===== config.mk =====
export PLATFORM = sky130hd
export DESIGN_NAME = multi_ring_fifo_overwrite_flat
export DESIGN_NICKNAME = d
export VERILOG_FILES = /design/src/rtl/mrfo_pkg.sv /design/src/rtl/mrfo_if.sv /design/src/rtl/multi_ring_fifo_overwrite.sv /design/src/rtl/mrfo_ram.sv /design/src/rtl/mrfo_ctrl.sv /design/src/flat_wrapper.sv
export SDC_FILE = /design/constraint.sdc
export NUM_CORES = 2
export LEC_CHECK = 0
export CORE_ASPECT_RATIO = 0.9
export CORE_UTILIZATION = 35
export DETAILED_ROUTE_END_ITERATION = 8
export DONT_BUFFER_PORTS = 1
export REMOVE_ABC_BUFFERS = 1
export SYNTH_ARGS = -nofsm -noshare
export SYNTH_HDL_FRONTEND = slang
export SYNTH_SLANG_ARGS = --single-unit

===== constraint.sdc =====
create_clock -name clk -period 13.9 [get_ports clk]
set_clock_uncertainty 0.1 [all_clocks]
set_input_delay 2.085 -clock clk [delete_from_list [all_inputs] [get_ports clk]]
set_output_delay 2.085 -clock clk [all_outputs]
set_load 0.01 [all_outputs]

===== src/rtl/mrfo_pkg.sv =====
// ----------------------------------------------------------------------------
// mrfo_pkg
// Codes, field widths and shared types of the multi-ring FIFO.
// ----------------------------------------------------------------------------
package mrfo_pkg;

  localparam int FUNC_W     = 2;
  localparam int RING_F_W   = 2;
  localparam int DATA_F_W   = 32;
  localparam int STATUS_W   = 2;
  localparam int FILL_W     = 5;
  localparam int MASK_W     = 4;
  localparam int CAP_F_W    = 5;
  localparam int CFG_IDX_W  = 2;
  localparam int CFG_DATA_W = 5;
  localparam int MAX_RINGS  = 8;
  localparam int CAP_RESET  = 16;

  // Operation codes.
  localparam logic [FUNC_W-1:0] FN_WRITE = 2'd0;
  localparam logic [FUNC_W-1:0] FN_READ  = 2'd1;
  localparam logic [FUNC_W-1:0] FN_CLEAR = 2'd2;

  // Result status codes.
  localparam logic [STATUS_W-1:0] ST_OK       = 2'd0;
  localparam logic [STATUS_W-1:0] ST_FULL     = 2'd1;
  localparam logic [STATUS_W-1:0] ST_EMPTY    = 2'd2;
  localparam logic [STATUS_W-1:0] ST_DISABLED = 2'd3;

  // Configuration register indexes.
  localparam logic [CFG_IDX_W-1:0] CFG_ENABLE    = 2'd0;
  localparam logic [CFG_IDX_W-1:0] CFG_CAPACITY  = 2'd1;
  localparam logic [CFG_IDX_W-1:0] CFG_OVERWRITE = 2'd2;

  // Decision for one operation, from the ring controller to the datapath.
  typedef struct packed {
    logic [STATUS_W-1:0] status;
    logic [FILL_W-1:0]   fill;
    logic                rd_ok;
    logic                wr_en;
    logic                rd_en;
  } op_dec_t;

endpackage


===== src/rtl/mrfo_if.sv =====
// ----------------------------------------------------------------------------
// mrfo_if
// Valid/ready channels of the multi-ring FIFO: operations, results, config.
// ----------------------------------------------------------------------------
interface mrfo_op_if import mrfo_pkg::*; ();
  logic                valid;
  logic                ready;
  logic [FUNC_W-1:0]   func;
  logic [RING_F_W-1:0] ring;
  logic [DATA_F_W-1:0] wr_data;

  modport source (output valid, func, ring, wr_data, input ready);
  modport sink (input valid, func, ring, wr_data, output ready);
endinterface

interface mrfo_res_if import mrfo_pkg::*; ();
  logic                valid;
  logic                ready;
  logic [STATUS_W-1:0] status;
  logic [DATA_F_W-1:0] rd_data;
  logic [FILL_W-1:0]   fill_count;

  modport source (output valid, status, rd_data, fill_count, input ready);
  modport sink (input valid, status, rd_data, fill_count, output ready);
endinterface

interface mrfo_cfg_if import mrfo_pkg::*; ();
  logic                  valid;
  logic                  ready;
  logic [CFG_IDX_W-1:0]  index;
  logic [CFG_DATA_W-1:0] data;

  modport source (output valid, index, data, input ready);
  modport sink (input valid, index, data, output ready);
endinterface


===== src/rtl/multi_ring_fifo_overwrite.sv =====
// An operation passes the decision stage, then the result register; the
// entry store read is registered. Throughput: one operation per cycle unless
// results stall. Pointers and counts update at a transfer without cfg.valid.
// Reset (rst, synchronous) clears pointers, counts and the configuration
// registers at once; the entry store is not cleared and there is no
// clearing pass, so operations are taken from the first cycle after reset.
// ----------------------------------------------------------------------------
// multi_ring_fifo_overwrite
// Several circular FIFOs in one shared entry store, with optional overwrite.
// ----------------------------------------------------------------------------
module multi_ring_fifo_overwrite import mrfo_pkg::*; #(
  parameter int NUM_RINGS  = 4,
  parameter int DEPTH      = 16,
  parameter int ITEM_WIDTH = 32
) (
  input  logic       clk,
  input  logic       rst,
  mrfo_op_if.sink    op,
  mrfo_res_if.source res,
  mrfo_cfg_if.sink   cfg
);

  localparam int ADDR_W = $clog2(NUM_RINGS * DEPTH);

  op_dec_t             dec;
  logic [ADDR_W-1:0]   wr_addr;
  logic [ADDR_W-1:0]   rd_addr;
  logic                accept;
  logic [ITEM_WIDTH-1:0] ram_q;

  // Decision stage, aligned with the store's registered read data.
  logic                s1_valid;
  logic [STATUS_W-1:0] s1_status;
  logic [FILL_W-1:0]   s1_fill;
  logic                s1_rd_ok;
  logic                s1_move;

  // Result register.
  logic                out_valid;
  logic [STATUS_W-1:0] out_status;
  logic [DATA_F_W-1:0] out_rd_data;
  logic [FILL_W-1:0]   out_fill;

  assign s1_move  = s1_valid && (!out_valid || res.ready);
  assign op.ready = !s1_valid || s1_move;
  assign accept   = op.valid && op.ready;

  mrfo_ctrl #(
    .NUM_RINGS (NUM_RINGS),
    .DEPTH     (DEPTH)
  ) u_ctrl (
    .clk     (clk),
    .rst     (rst),
    .cfg     (cfg),
    .accept  (accept),
    .func    (op.func),
    .ring    (op.ring),
    .dec     (dec),
    .wr_addr (wr_addr),
    .rd_addr (rd_addr)
  );

  // The read enable is only raised on a transfer, so the read data holds
  // while the decision stage is stalled.
  mrfo_ram #(
    .WIDTH (ITEM_WIDTH),
    .DEPTH (NUM_RINGS * DEPTH)
  ) u_store (
    .clk   (clk),
    .we    (accept && dec.wr_en),
    .waddr (wr_addr),
    .wdata (ITEM_WIDTH'(op.wr_data)),
    .re    (accept && dec.rd_en),
    .raddr (rd_addr),
    .rdata (ram_q)
  );

  always_ff @(posedge clk) begin
    if (rst) begin
      s1_valid  <= 1'b0;
      out_valid <= 1'b0;
    end else begin
      if (accept) begin
        s1_valid <= 1'b1;
      end else if (s1_move) begin
        s1_valid <= 1'b0;
      end
      if (s1_move) begin
        out_valid <= 1'b1;
      end else if (res.ready) begin
        out_valid <= 1'b0;
      end
    end
  end

  always_ff @(posedge clk) begin
    if (accept) begin
      s1_status <= dec.status;
      s1_fill   <= dec.fill;
      s1_rd_ok  <= dec.rd_ok;
    end
    if (s1_move) begin
      out_status  <= s1_status;
      out_fill    <= s1_fill;
      out_rd_data <= s1_rd_ok ? DATA_F_W'(ram_q) : '0;
    end
  end

  assign res.valid      = out_valid;
  assign res.status     = out_status;
  assign res.rd_data    = out_rd_data;
  assign res.fill_count = out_fill;

endmodule


===== src/rtl/mrfo_ram.sv =====
// ----------------------------------------------------------------------------
// mrfo_ram
// Generic simple dual-port RAM: one write port, one registered read port.
// ----------------------------------------------------------------------------
module mrfo_ram #(
  parameter int WIDTH = 32,
  parameter int DEPTH = 64
) (
  input  logic                     clk,
  input  logic                     we,
  input  logic [$clog2(DEPTH)-1:0] waddr,
  input  logic [WIDTH-1:0]         wdata,
  input  logic                     re,
  input  logic [$clog2(DEPTH)-1:0] raddr,
  output logic [WIDTH-1:0]         rdata
);

  logic [WIDTH-1:0] mem [DEPTH];

  always_ff @(posedge clk) begin
    if (we) begin
      mem[waddr] <= wdata;
    end
    if (re) begin
      rdata <= mem[raddr];
    end
  end

endmodule


===== src/rtl/mrfo_ctrl.sv =====
// ----------------------------------------------------------------------------
// mrfo_ctrl
// Ring pointers, fill counts and configuration registers; decides each
// operation and forms the entry store addresses.
// ----------------------------------------------------------------------------
module mrfo_ctrl import mrfo_pkg::*; #(
  parameter int NUM_RINGS = 4,
  parameter int DEPTH     = 16
) (
  input  logic                                 clk,
  input  logic                                 rst,
  mrfo_cfg_if.sink                             cfg,
  input  logic                                 accept,
  input  logic [FUNC_W-1:0]                    func,
  input  logic [RING_F_W-1:0]                  ring,
  output op_dec_t                              dec,
  output logic [$clog2(NUM_RINGS*DEPTH)-1:0]   wr_addr,
  output logic [$clog2(NUM_RINGS*DEPTH)-1:0]   rd_addr
);

  localparam int PTR_W   = $clog2(DEPTH);
  localparam int CNT_W   = $clog2(DEPTH + 1);
  localparam int RING_W  = (NUM_RINGS > 1) ? $clog2(NUM_RINGS) : 1;
  localparam int ADDR_W  = $clog2(NUM_RINGS * DEPTH);
  localparam int CAP_RST = (CAP_RESET > DEPTH) ? DEPTH : CAP_RESET;

  logic [PTR_W-1:0]  rd_ptr [NUM_RINGS];
  logic [PTR_W-1:0]  wr_ptr [NUM_RINGS];
  logic [CNT_W-1:0]  count  [NUM_RINGS];
  logic [MASK_W-1:0] enable_mask;
  logic [CNT_W-1:0]  cap_eff;
  logic              overwrite;

  logic [RING_W-1:0]    ridx;
  logic                 ring_on;
  logic [PTR_W-1:0]     cur_rp;
  logic [PTR_W-1:0]     cur_wp;
  logic [CNT_W-1:0]     cur_cnt;
  logic [CNT_W-1:0]     rp_inc;
  logic [CNT_W-1:0]     wp_inc;
  logic [PTR_W-1:0]     rp_adv;
  logic [PTR_W-1:0]     wp_adv;
  logic [PTR_W-1:0]     rd_ptr_next;
  logic [PTR_W-1:0]     wr_ptr_next;
  logic [CNT_W-1:0]     count_next;
  logic                 upd;
  logic [CAP_F_W-1:0]   cap_in;
  logic [CNT_W-1:0]     cap_wr;
  logic [MASK_W-1:0]    rise;
  logic [MAX_RINGS-1:0] rise_ext;

  assign cfg.ready = 1'b1;

  // Effective capacity of a capacity write: zero acts as one, clamped to the depth.
  always_comb begin
    cap_in = cfg.data[CAP_F_W-1:0];
    if (cap_in == '0) begin
      cap_wr = CNT_W'(1);
    end else if (int'(cap_in) > DEPTH) begin
      cap_wr = CNT_W'(DEPTH);
    end else begin
      cap_wr = CNT_W'(cap_in);
    end
    rise     = cfg.data[MASK_W-1:0] & ~enable_mask;
    rise_ext = MAX_RINGS'(rise);
  end

  always_comb begin
    ridx    = RING_W'(ring);
    ring_on = (int'(ring) < NUM_RINGS) && enable_mask[ring];
    cur_rp  = rd_ptr[ridx];
    cur_wp  = wr_ptr[ridx];
    cur_cnt = count[ridx];
    rp_inc  = CNT_W'(cur_rp) + CNT_W'(1);
    wp_inc  = CNT_W'(cur_wp) + CNT_W'(1);
    rp_adv  = (rp_inc >= cap_eff) ? '0 : rp_inc[PTR_W-1:0];
    wp_adv  = (wp_inc >= cap_eff) ? '0 : wp_inc[PTR_W-1:0];

    dec         = '0;
    rd_ptr_next = cur_rp;
    wr_ptr_next = cur_wp;
    count_next  = cur_cnt;
    upd         = 1'b0;

    if (!ring_on) begin
      dec.status = ST_DISABLED;
    end else begin
      dec.status = ST_OK;
      case (func)
        FN_WRITE: begin
          if (cur_cnt < cap_eff) begin
            dec.wr_en   = 1'b1;
            wr_ptr_next = wp_adv;
            count_next  = cur_cnt + CNT_W'(1);
            upd         = 1'b1;
          end else begin
            dec.status = ST_FULL;
            // Overwrite drops the oldest entry, so the read pointer follows
            // the write pointer and the count stays at capacity.
            if (overwrite) begin
              dec.wr_en   = 1'b1;
              wr_ptr_next = wp_adv;
              rd_ptr_next = wp_adv;
              upd         = 1'b1;
            end
          end
        end
        FN_READ: begin
          if (cur_cnt == '0) begin
            dec.status = ST_EMPTY;
          end else begin
            dec.rd_en   = 1'b1;
            dec.rd_ok   = 1'b1;
            rd_ptr_next = rp_adv;
            count_next  = cur_cnt - CNT_W'(1);
            upd         = 1'b1;
          end
        end
        FN_CLEAR: begin
          rd_ptr_next = '0;
          wr_ptr_next = '0;
          count_next  = '0;
          upd         = 1'b1;
        end
        default: begin
        end
      endcase
      dec.fill = FILL_W'(count_next);
    end

    wr_addr = ADDR_W'(ridx) * ADDR_W'(DEPTH) + ADDR_W'(cur_wp);
    rd_addr = ADDR_W'(ridx) * ADDR_W'(DEPTH) + ADDR_W'(cur_rp);
  end

  always_ff @(posedge clk) begin
    if (rst) begin
      enable_mask <= '0;
      cap_eff     <= CNT_W'(CAP_RST);
      overwrite   <= 1'b0;
      for (int r = 0; r < NUM_RINGS; r++) begin
        rd_ptr[r] <= '0;
        wr_ptr[r] <= '0;
        count[r]  <= '0;
      end
    end else if (cfg.valid) begin
      case (cfg.index)
        CFG_ENABLE: begin
          // A ring that is switched on starts empty.
          for (int r = 0; r < NUM_RINGS; r++) begin
            if (rise_ext[r]) begin
              rd_ptr[r] <= '0;
              wr_ptr[r] <= '0;
              count[r]  <= '0;
            end
          end
          enable_mask <= cfg.data[MASK_W-1:0];
        end
        CFG_CAPACITY: begin
          cap_eff <= cap_wr;
          for (int r = 0; r < NUM_RINGS; r++) begin
            rd_ptr[r] <= '0;
            wr_ptr[r] <= '0;
            count[r]  <= '0;
          end
        end
        CFG_OVERWRITE: begin
          overwrite <= cfg.data[0];
        end
        default: begin
        end
      endcase
    end else if (accept && upd) begin
      rd_ptr[ridx] <= rd_ptr_next;
      wr_ptr[ridx] <= wr_ptr_next;
      count[ridx]  <= count_next;
    end
  end

endmodule


===== src/flat_wrapper.sv =====
// flat-port wrapper written by rule: the top's interface ports become plain ports
module multi_ring_fifo_overwrite_flat import mrfo_pkg::*;
#(
  parameter int NUM_RINGS  = 4,
  parameter int DEPTH      = 16,
  parameter int ITEM_WIDTH = 32
)
  (clk, rst, op_valid, op_func, op_ring, op_wr_data, op_ready, res_valid, res_status, res_rd_data, res_fill_count, res_ready, cfg_valid, cfg_index, cfg_data, cfg_ready);
  mrfo_op_if op_i ();
  mrfo_res_if res_i ();
  mrfo_cfg_if cfg_i ();
  input  logic clk;
  input  logic rst;
  input wire logic [$bits(op_i.valid)-1:0] op_valid;
  input wire logic [$bits(op_i.func)-1:0] op_func;
  input wire logic [$bits(op_i.ring)-1:0] op_ring;
  input wire logic [$bits(op_i.wr_data)-1:0] op_wr_data;
  output wire logic [$bits(op_i.ready)-1:0] op_ready;
  output wire logic [$bits(res_i.valid)-1:0] res_valid;
  output wire logic [$bits(res_i.status)-1:0] res_status;
  output wire logic [$bits(res_i.rd_data)-1:0] res_rd_data;
  output wire logic [$bits(res_i.fill_count)-1:0] res_fill_count;
  input wire logic [$bits(res_i.ready)-1:0] res_ready;
  input wire logic [$bits(cfg_i.valid)-1:0] cfg_valid;
  input wire logic [$bits(cfg_i.index)-1:0] cfg_index;
  input wire logic [$bits(cfg_i.data)-1:0] cfg_data;
  output wire logic [$bits(cfg_i.ready)-1:0] cfg_ready;
  assign op_i.valid = op_valid;
  assign op_i.func = op_func;
  assign op_i.ring = op_ring;
  assign op_i.wr_data = op_wr_data;
  assign op_ready = op_i.ready;
  assign res_valid = res_i.valid;
  assign res_status = res_i.status;
  assign res_rd_data = res_i.rd_data;
  assign res_fill_count = res_i.fill_count;
  assign res_i.ready = res_ready;
  assign cfg_i.valid = cfg_valid;
  assign cfg_i.index = cfg_index;
  assign cfg_i.data = cfg_data;
  assign cfg_ready = cfg_i.ready;
  multi_ring_fifo_overwrite #(.NUM_RINGS(NUM_RINGS), .DEPTH(DEPTH), .ITEM_WIDTH(ITEM_WIDTH)) u_core (.clk(clk), .rst(rst), .op(op_i), .res(res_i), .cfg(cfg_i));
endmodule

# [After elaboration in Yosys (flattened, before gate mapping)]
# Memory sizes are Yosys's and may differ from the RTL's. A register that Yosys moved wholly into a read port is not among the register bits.
# Cells that the tools add are included.
[totals] regBits=59 latch_bits=0 mem_bits_rw=2100 mem_bits_ro=0 input_bits=48 output_inout_bits=42 word_cells=176 n_memories=4
[memory_table] name="u_core.u_store.mem" words=64 word_bits=32 read_ports=1 rd_clocked_by_memory_dff=1 write_ports=1 line_no="mrfo_ram.sv:18" text="logic [WIDTH-1:0] mem [DEPTH];"
[memory_table] name="u_core.u_ctrl.count" words=4 word_bits=5 read_ports=1 rd_clocked_by_memory_dff=0 write_ports=4 line_no="mrfo_ctrl.sv:29" text="logic [CNT_W-1:0] count [NUM_RINGS];"
[memory_table] name="u_core.u_ctrl.rd_ptr" words=4 word_bits=4 read_ports=1 rd_clocked_by_memory_dff=0 write_ports=4 line_no="mrfo_ctrl.sv:27" text="logic [PTR_W-1:0] rd_ptr [NUM_RINGS];"
[memory_table] name="u_core.u_ctrl.wr_ptr" words=4 word_bits=4 read_ports=1 rd_clocked_by_memory_dff=0 write_ports=4 line_no="mrfo_ctrl.sv:28" text="logic [PTR_W-1:0] wr_ptr [NUM_RINGS];"
[classes] addsub=6 multipliers=0 n_div=0 order_cmp=5 eq_ne=4 shift=0 muxes=99 n_bitwise=26 reduce_logical=21
[op_table] cell="$mux W4" n=27
[op_table] cell="$mux W5" n=14
[op_table] cell="$mux W1" n=47
[op_table] cell="$or A1 B1 Y1" n=24
[op_table] cell="$pmux W5 S3" n=1
[op_table] cell="$add A6 B4 Y6" n=2
[op_table] cell="$pmux W4 S3" n=1
[op_table] cell="$add A4 B1 Y5 const B" n=2
[op_table] cell="$ge A5 B5 Y1" n=2
[op_table] cell="$logic_not A5 Y1" n=2
[op_table] cell="$mux W2" n=5
[op_table] cell="$pmux W4 S2" n=1
[op_table] cell="$reduce_or A4 Y1" n=2
[op_table] cell="$reduce_and A2 Y1" n=3
[op_table] cell="$add A5 B1 Y5 const B" n=1
[op_table] cell="$gt A5 B5 Y1 const B" n=1
[op_table] cell="$logic_and A1 B1 Y1" n=5
[op_table] cell="$lt A5 B5 Y1" n=1
[op_table] cell="$reduce_or A5 Y1" n=1
[op_table] cell="$sub A5 B1 Y5 const B" n=1
[op_table] cell="$and A4 B4 Y4" n=1
[op_table] cell="$eq A2 B1 Y1 const B" n=2
[op_table] cell="$eq A2 B2 Y1 const B" n=2
[op_table] cell="$logic_not A2 Y1" n=2
[op_table] cell="8 further kinds" n=11

# [Logic depth before layout (Yosys ltp)]
[depth] word_depth=12 mapped_depth=16 ltp_nobuf=11

# [Modules after synthesis]
# Synthesis repeated with hierarchy kept, for this count alone.
[hier_totals] cells_unflattened=3776 hier_area_um2=84606.1
[by_module_without_submodules] mod="mrfo_ram" n_inst=1 cells_each=3324 area_each_um2=78835.6 seq_area_each_um2=62459.9
[by_module_without_submodules] mod="mrfo_ctrl" n_inst=1 cells_each=358 area_each_um2=4035.1 seq_area_each_um2=1761.7
[by_module_without_submodules] mod="multi_ring_fifo_overwrite" n_inst=1 cells_each=94 area_each_um2=1735.4 seq_area_each_um2=1451.4

# [Worst setup path before layout]
# OpenSTA, ideal clock, no wires.
[synth_path] kind="input port to flip-flop" startpoint="input op_ring[1]" endpoint="memory u_core.u_store.mem[25][0], enable pin" setup_ns=0.421 arrival_time_ns=6.023 required_ns=13.379 setup_slack_ns=7.356 cell_stages=12 path_buffers=4 path_cell_list="buf_4 > buf_4 > buf_2 > buf_2 > mux4_2 > ha_1 > a21o_1 > a21oi_1 > o211ai_4 > a211oi_2 > nand2_1 > nor2_1"
[synth_via] elab_chain_cells=8 elab_cells_between_ends=12 classes_between="1 x add/sub; 1 x order compare; 7 x mux; 1 x reduce/logical; 2 x memory"
[synth_rtl] item="start, declared" line_no="flat_wrapper.sv:16" text="input wire logic [$bits(op_i.ring)-1:0] op_ring;"
[synth_rtl] item="$mem_v2 Z4 W5"
[synth_rtl] item="$lt A5 B5 Y1" line_no="mrfo_ctrl.sv:91" text="if (cur_cnt < cap_eff) begin"
[synth_rtl] item="$mux W1" line_no="mrfo_ctrl.sv:91"
[synth_rtl] item="$mux W1" line_no="mrfo_ctrl.sv:89" text="case (func)"
[synth_rtl] item="$mux W2" line_no="mrfo_ctrl.sv:85" text="if (!ring_on) begin"
[synth_rtl] item="$logic_and A1 B1 Y1" line_no="multi_ring_fifo_overwrite.sv:70" text=".we (accept && dec.wr_en),"
[synth_rtl] item="$mux W1" line_no="mrfo_ram.sv:21" text="if (we) begin"
[synth_rtl] item="$mux W1 (not written as such)" line_no="mrfo_ram.sv:22" text="mem[waddr] <= wdata;"
[synth_rtl] item="end, declared" line_no="mrfo_ram.sv:18"
# Parallel ways exist; a longest one is shown, timed or not. The select of a mux whose other input is x is not followed.

# [Worst setup path after layout]
[layout_path] startpoint="input op_ring[1]" endpoint="register u_core.u_store.rdata[17], read port of u_core.u_store.mem, data pin"
[layout_via] elab_chain_cells=6 elab_cells_between_ends=10 classes_between="1 x add/sub; 5 x mux; 2 x reduce/logical; 2 x memory"
[layout_rtl] item="$mem_v2 Z4 W5"
[layout_rtl] item="$logic_not A5 Y1" line_no="mrfo_ctrl.sv:109" text="if (cur_cnt == '0) begin"
[layout_rtl] item="$mux W1" line_no="mrfo_ctrl.sv:109"
[layout_rtl] item="$mux W1"
[layout_rtl] item="$mux W2" line_no="mrfo_ctrl.sv:85"
[layout_rtl] item="$logic_and A1 B1 Y1" line_no="multi_ring_fifo_overwrite.sv:73" text=".re (accept && dec.rd_en),"
[layout_rtl] item="end, declared" line_no="mrfo_ram.sv:15" text="output logic [WIDTH-1:0] rdata"
# Parallel ways exist; a longest one is shown, timed or not. The select of a mux whose other input is x is not followed.
# A chain may end at the register's enable or synchronous reset.

==> key figures <==
Timing
  – Hold Violations, Final: 0
  – Min Clock Period, post-route: roughly 6.3 ns
  – Fmax achieved: roughly 160 MHz
  – Slew at the pin with the worst max-slew slack: 1.28 ns
  – Final setup viols: 0
  – Unrepaired setup endpoints after global routing: no
  – Post-route setup TNS: 0 ns
  – Period utilization: 0.452
  – Rel. slew slack: 0.147
  – Fin. max-slew vios: 0

Final layout
  – Final cell count without fillers: 8,827
  – Fin nets: 5,379
  – Layout cells sized above 1: 0.122
  – Final Util: 0.399
  – Area growth syn-to-layout: 12.8%
  – Fillcell total: about 22k
  – Final instance area: 0.0990 mm²

Synth
  – Mean Syn Cell Area: 16.6 µm²
  – Post-synth EDFFs: 2,179
  – Synth cell types: 75
  – Synthesized instance count: 5,270
  – Main synth FF type: edfxtp_1
  – Syn. warnings: 0
  – Mapped Area: approximately 0.09 mm²
  – Synth Register Bits: 2,191
  – Asr flop ratio synth: 0
  – Sequential share of the synthesized area: 0.748

Outcome
  – Outcome: finished, final reports clean

Worst setup path
  – FF-to-FF Start: u_core.u_ctrl.rd_ptr[3][1]
  – R2R depth: 11
  – Data arrival time of the worst path: 6.79 ns
  – Crit. End Element: register
  – WS Path Type: in2reg
  – Worst Setup Start Kind: input pin
  – Worst EP required: 14.40 ns
  – R2R setup slack: 8.53 ns
  – Crit-path max FO: 127
  – R2r endpoint: u_core.u_store.rdata[8]

Placed design
  – Final RePlAce weighted congestion: around 0.83
  – Placed cell count: approximately 8.4k
  – DP HPWL: roughly 130 mm
  – Dpl cell area: 0.0918 mm²
  – Port Buffers: 0

Clocking
  – Clock slew at reported path FFs: 0.06 ns
  – Clk buf depth: 3
  – Post-CTS setup buffer count: 0
  – CTS tree: built
  – Post_cts resized: 0
  – Clock Latency Late Sink: 0.85 ns
  – Clk root buf: clkbuf_16
  – Sink Count: 2,191
  – Total CTS buffers: 216
  – CTS Hold Bufs: 0
  – H-tree levels: 4

Floorplanning
  – Core area: 0.248 mm²
  – Ports: 90
  – Site row count: roughly 170
  – Initial Util: 0.354
  – DIE WIDTH: between 500 and 600 µm
  – Die Ht: 477 µm
  – Die ar.: 0.253 mm²

Pwr
  – Clock group share of total power: 0.418
  – Leakage power: between 0.03 and 0.04 µW
  – Comb pwr share: 0.065
  – Net Switching: 3130 µW
  – Power Density: 143 mW/mm²
  – Overall Power: around 14,000 µW
  – Reg power frac: 0.517
  – P_int: 11,000 µW
  – Sw Share: 0.222
  – Maximum vdd drop: roughly 140 µV

Job
  – MaxCap Viol Count: 0

GRT
  – Antenna violations before repair: 19
  – Number of global-route vias before repair: about 46k
  – First-pass GRT wire length: 344 mm
  – Largest net degree at the start of global routing: 139
  – Tot GR Track Use: 0.189
  – Gr ovfl total: 0

Drt
  – Post-Route WL: 243 mm
  – Total number of vias: 47.6k
  – Routed Antenna Nets: 0
  – Vias per cell: 5.39
  – Router iterations before antenna repair: 5
  – Residual DRC count: 0
  – Wire length per cell: 27.5 µm
  – Initial DRC count: between 5k and 6k

Hold path
  – Hold Startpoint: u_core.s1_fill[0]
  – Hold Crit Class: reg2reg
  – Worst hold stages: 0
  – Hold Path End: u_core.res.fill_count[0]
==> worst max path at each step <==
stage          startpoint                        to  slack [ns]
2_1_floorplan  op_ring[1]  u_core.u_store.rdata[10]       -7.53
3_3_place_gp   op_ring[1]  u_core.u_store.rdata[17]        6.91
3_5_place_dp   op_ring[1]  u_core.u_store.rdata[17]        6.85
4_1_cts        op_ring[1]  u_core.u_store.rdata[17]        7.76
5_1_grt        op_ring[1]  u_core.u_store.rdata[17]        7.55
6_report       op_ring[1]  u_core.u_store.rdata[17]        7.61
==> power groups by stage <==
stage,logic [µW],registers (µW),clock network (µW)
floorplan,803,7430,0
global placement,910,7430,0
detailed placement,915,7430,0
CTS,917,7290,5980
global route,977,7290,6230
finish,923,7290,5900
==> flip-flops by register name, indices dropped and copies added (netlist names), 2 cells and up <==
name,cells
u_core.res.rd_data,32
u_core.s1_status,2
u_core.s1_fill,5
u_core.u_store.rdata,32
u_core.res.status,2
u_core.res.fill_count,5
u_core.u_ctrl.enable_mask,4
u_core.u_ctrl.count,20
u_core.u_store.mem,2048
u_core.u_ctrl.rd_ptr,16
u_core.u_ctrl.wr_ptr,16
u_core.u_ctrl.cap_eff,5
==> placed cells by master, fill, tap and decap left out, types with 12 or more instances in the layout <==
cell type	count
a31oi_1	36
nand4_1	87
nand2b_1	17
nor2b_1	37
o22ai_1	32
clkinv_2	37
dfxtp_1	12
nor2_1	60
clkbuf_16	216
buf_4	113
clkbuf_1	45
nor2_4	70
o21ai_0	42
and2_1	35
mux4_2	42
inv_1	13
mux2i_1	912
a211oi_1	25
a21oi_1	155
and4_1	25
mux2_2	99
a221o_1	29
clkinv_1	55
nand3_1	230
edfxtp_1	2179
nand2_1	592
o211ai_1	78
ha_1	18
bufinv_16	28
==> metal layers <==
layer / GRT usage / vias up / routed length [µm]
met1: 0.269 / 24600 / 106000
met3: 0.0380 / 309 / 20600
met2: 0.294 / 1989 / 112000
met4: 0.0471 / 6 / 4940
met5: 0 / - / 40
li1: - / 20700 / -
==> logic make-up after synthesis <==
family	synth area share
adders and majority gates	0.00257
AOI/OAI and AO/OA	0.0374
and+or+nand+nor	0.0636
xor gates and xnor gates	0.000399
DFF	0.748
muxes	0.128
other	0.0000427
buffers and inverters	0.0193
==> synth_stat cells (6+ instances only) <==
cell type	number	area share
and2_1	36	0.0026
o211ai_1	78	0.0067
a221o_1	29	0.0033
o31ai_1	9	0.00077
mux2_2	100	0.013
mux4_2	43	0.011
or4_1	9	0.00077
a21oi_1	155	0.0088
buf_6	27	0.0035
nand2_1	592	0.025
a21o_1	6	0.00051
a31oi_1	36	0.0026
mux2i_1	913	0.10
o41ai_1	8	0.00080
nand4_1	87	0.0062
nand3_1	230	0.013
ha_1	18	0.0026
nor3_1	11	0.00063
buf_4	49	0.0042
inv_1	13	0.00056
and4_1	25	0.0025
dfxtp_1	12	0.0027
a211oi_1	25	0.0021
nand2b_1	18	0.0013
nor2b_1	41	0.0029
buf_1	28	0.0012
a32oi_1	10	0.0010
buf_2	115	0.0066
clkbuf_1	74	0.0032
o2111ai_1	10	0.0010
nor2_1	127	0.0054
edfxtp_1	2179	0.75
a221oi_1	6	0.00060
o21ai_0	42	0.0024
o22ai_1	32	0.0023
==> stage by stage <==
stage / hold WS, ns / setup slack [ns]
2_1_floorplan: 0.300 / -7.53
3_3_place_gp: 0.313 / 6.91
3_5_place_dp: 0.314 / 6.85
4_1_cts: 0.328 / 7.76
5_1_grt: 0.344 / 7.55
6_report: 0.328 / 7.61
==> area by class of cell <==
cell class	count	area, µm²	share of cell area
Inverter	17	87.6	0.000885
Antenna cell	5	12.5	0.000126
Multi-Input combinational cell	2769	20900	0.212
Timing Repair Buffer	118	948	0.00958
Clock buffer	261	5570	0.0563
Tap cell	3325	4160	0.0420
Clock inverter	141	1560	0.0157
Sequential cell	2191	65700	0.664
==> critical path, stage by stage <==
cell      delay [ns]
mux2i_1         0.13
mux2_2          0.52
inv_8           0.55
buf_12          0.53
buf_12          0.70
mux2i_1         0.28
mux2i_1         0.15
o211ai_1        0.34
nand4_1         0.42
and4_1          0.35
No activity file was read; power rests on OpenSTA's default activity.
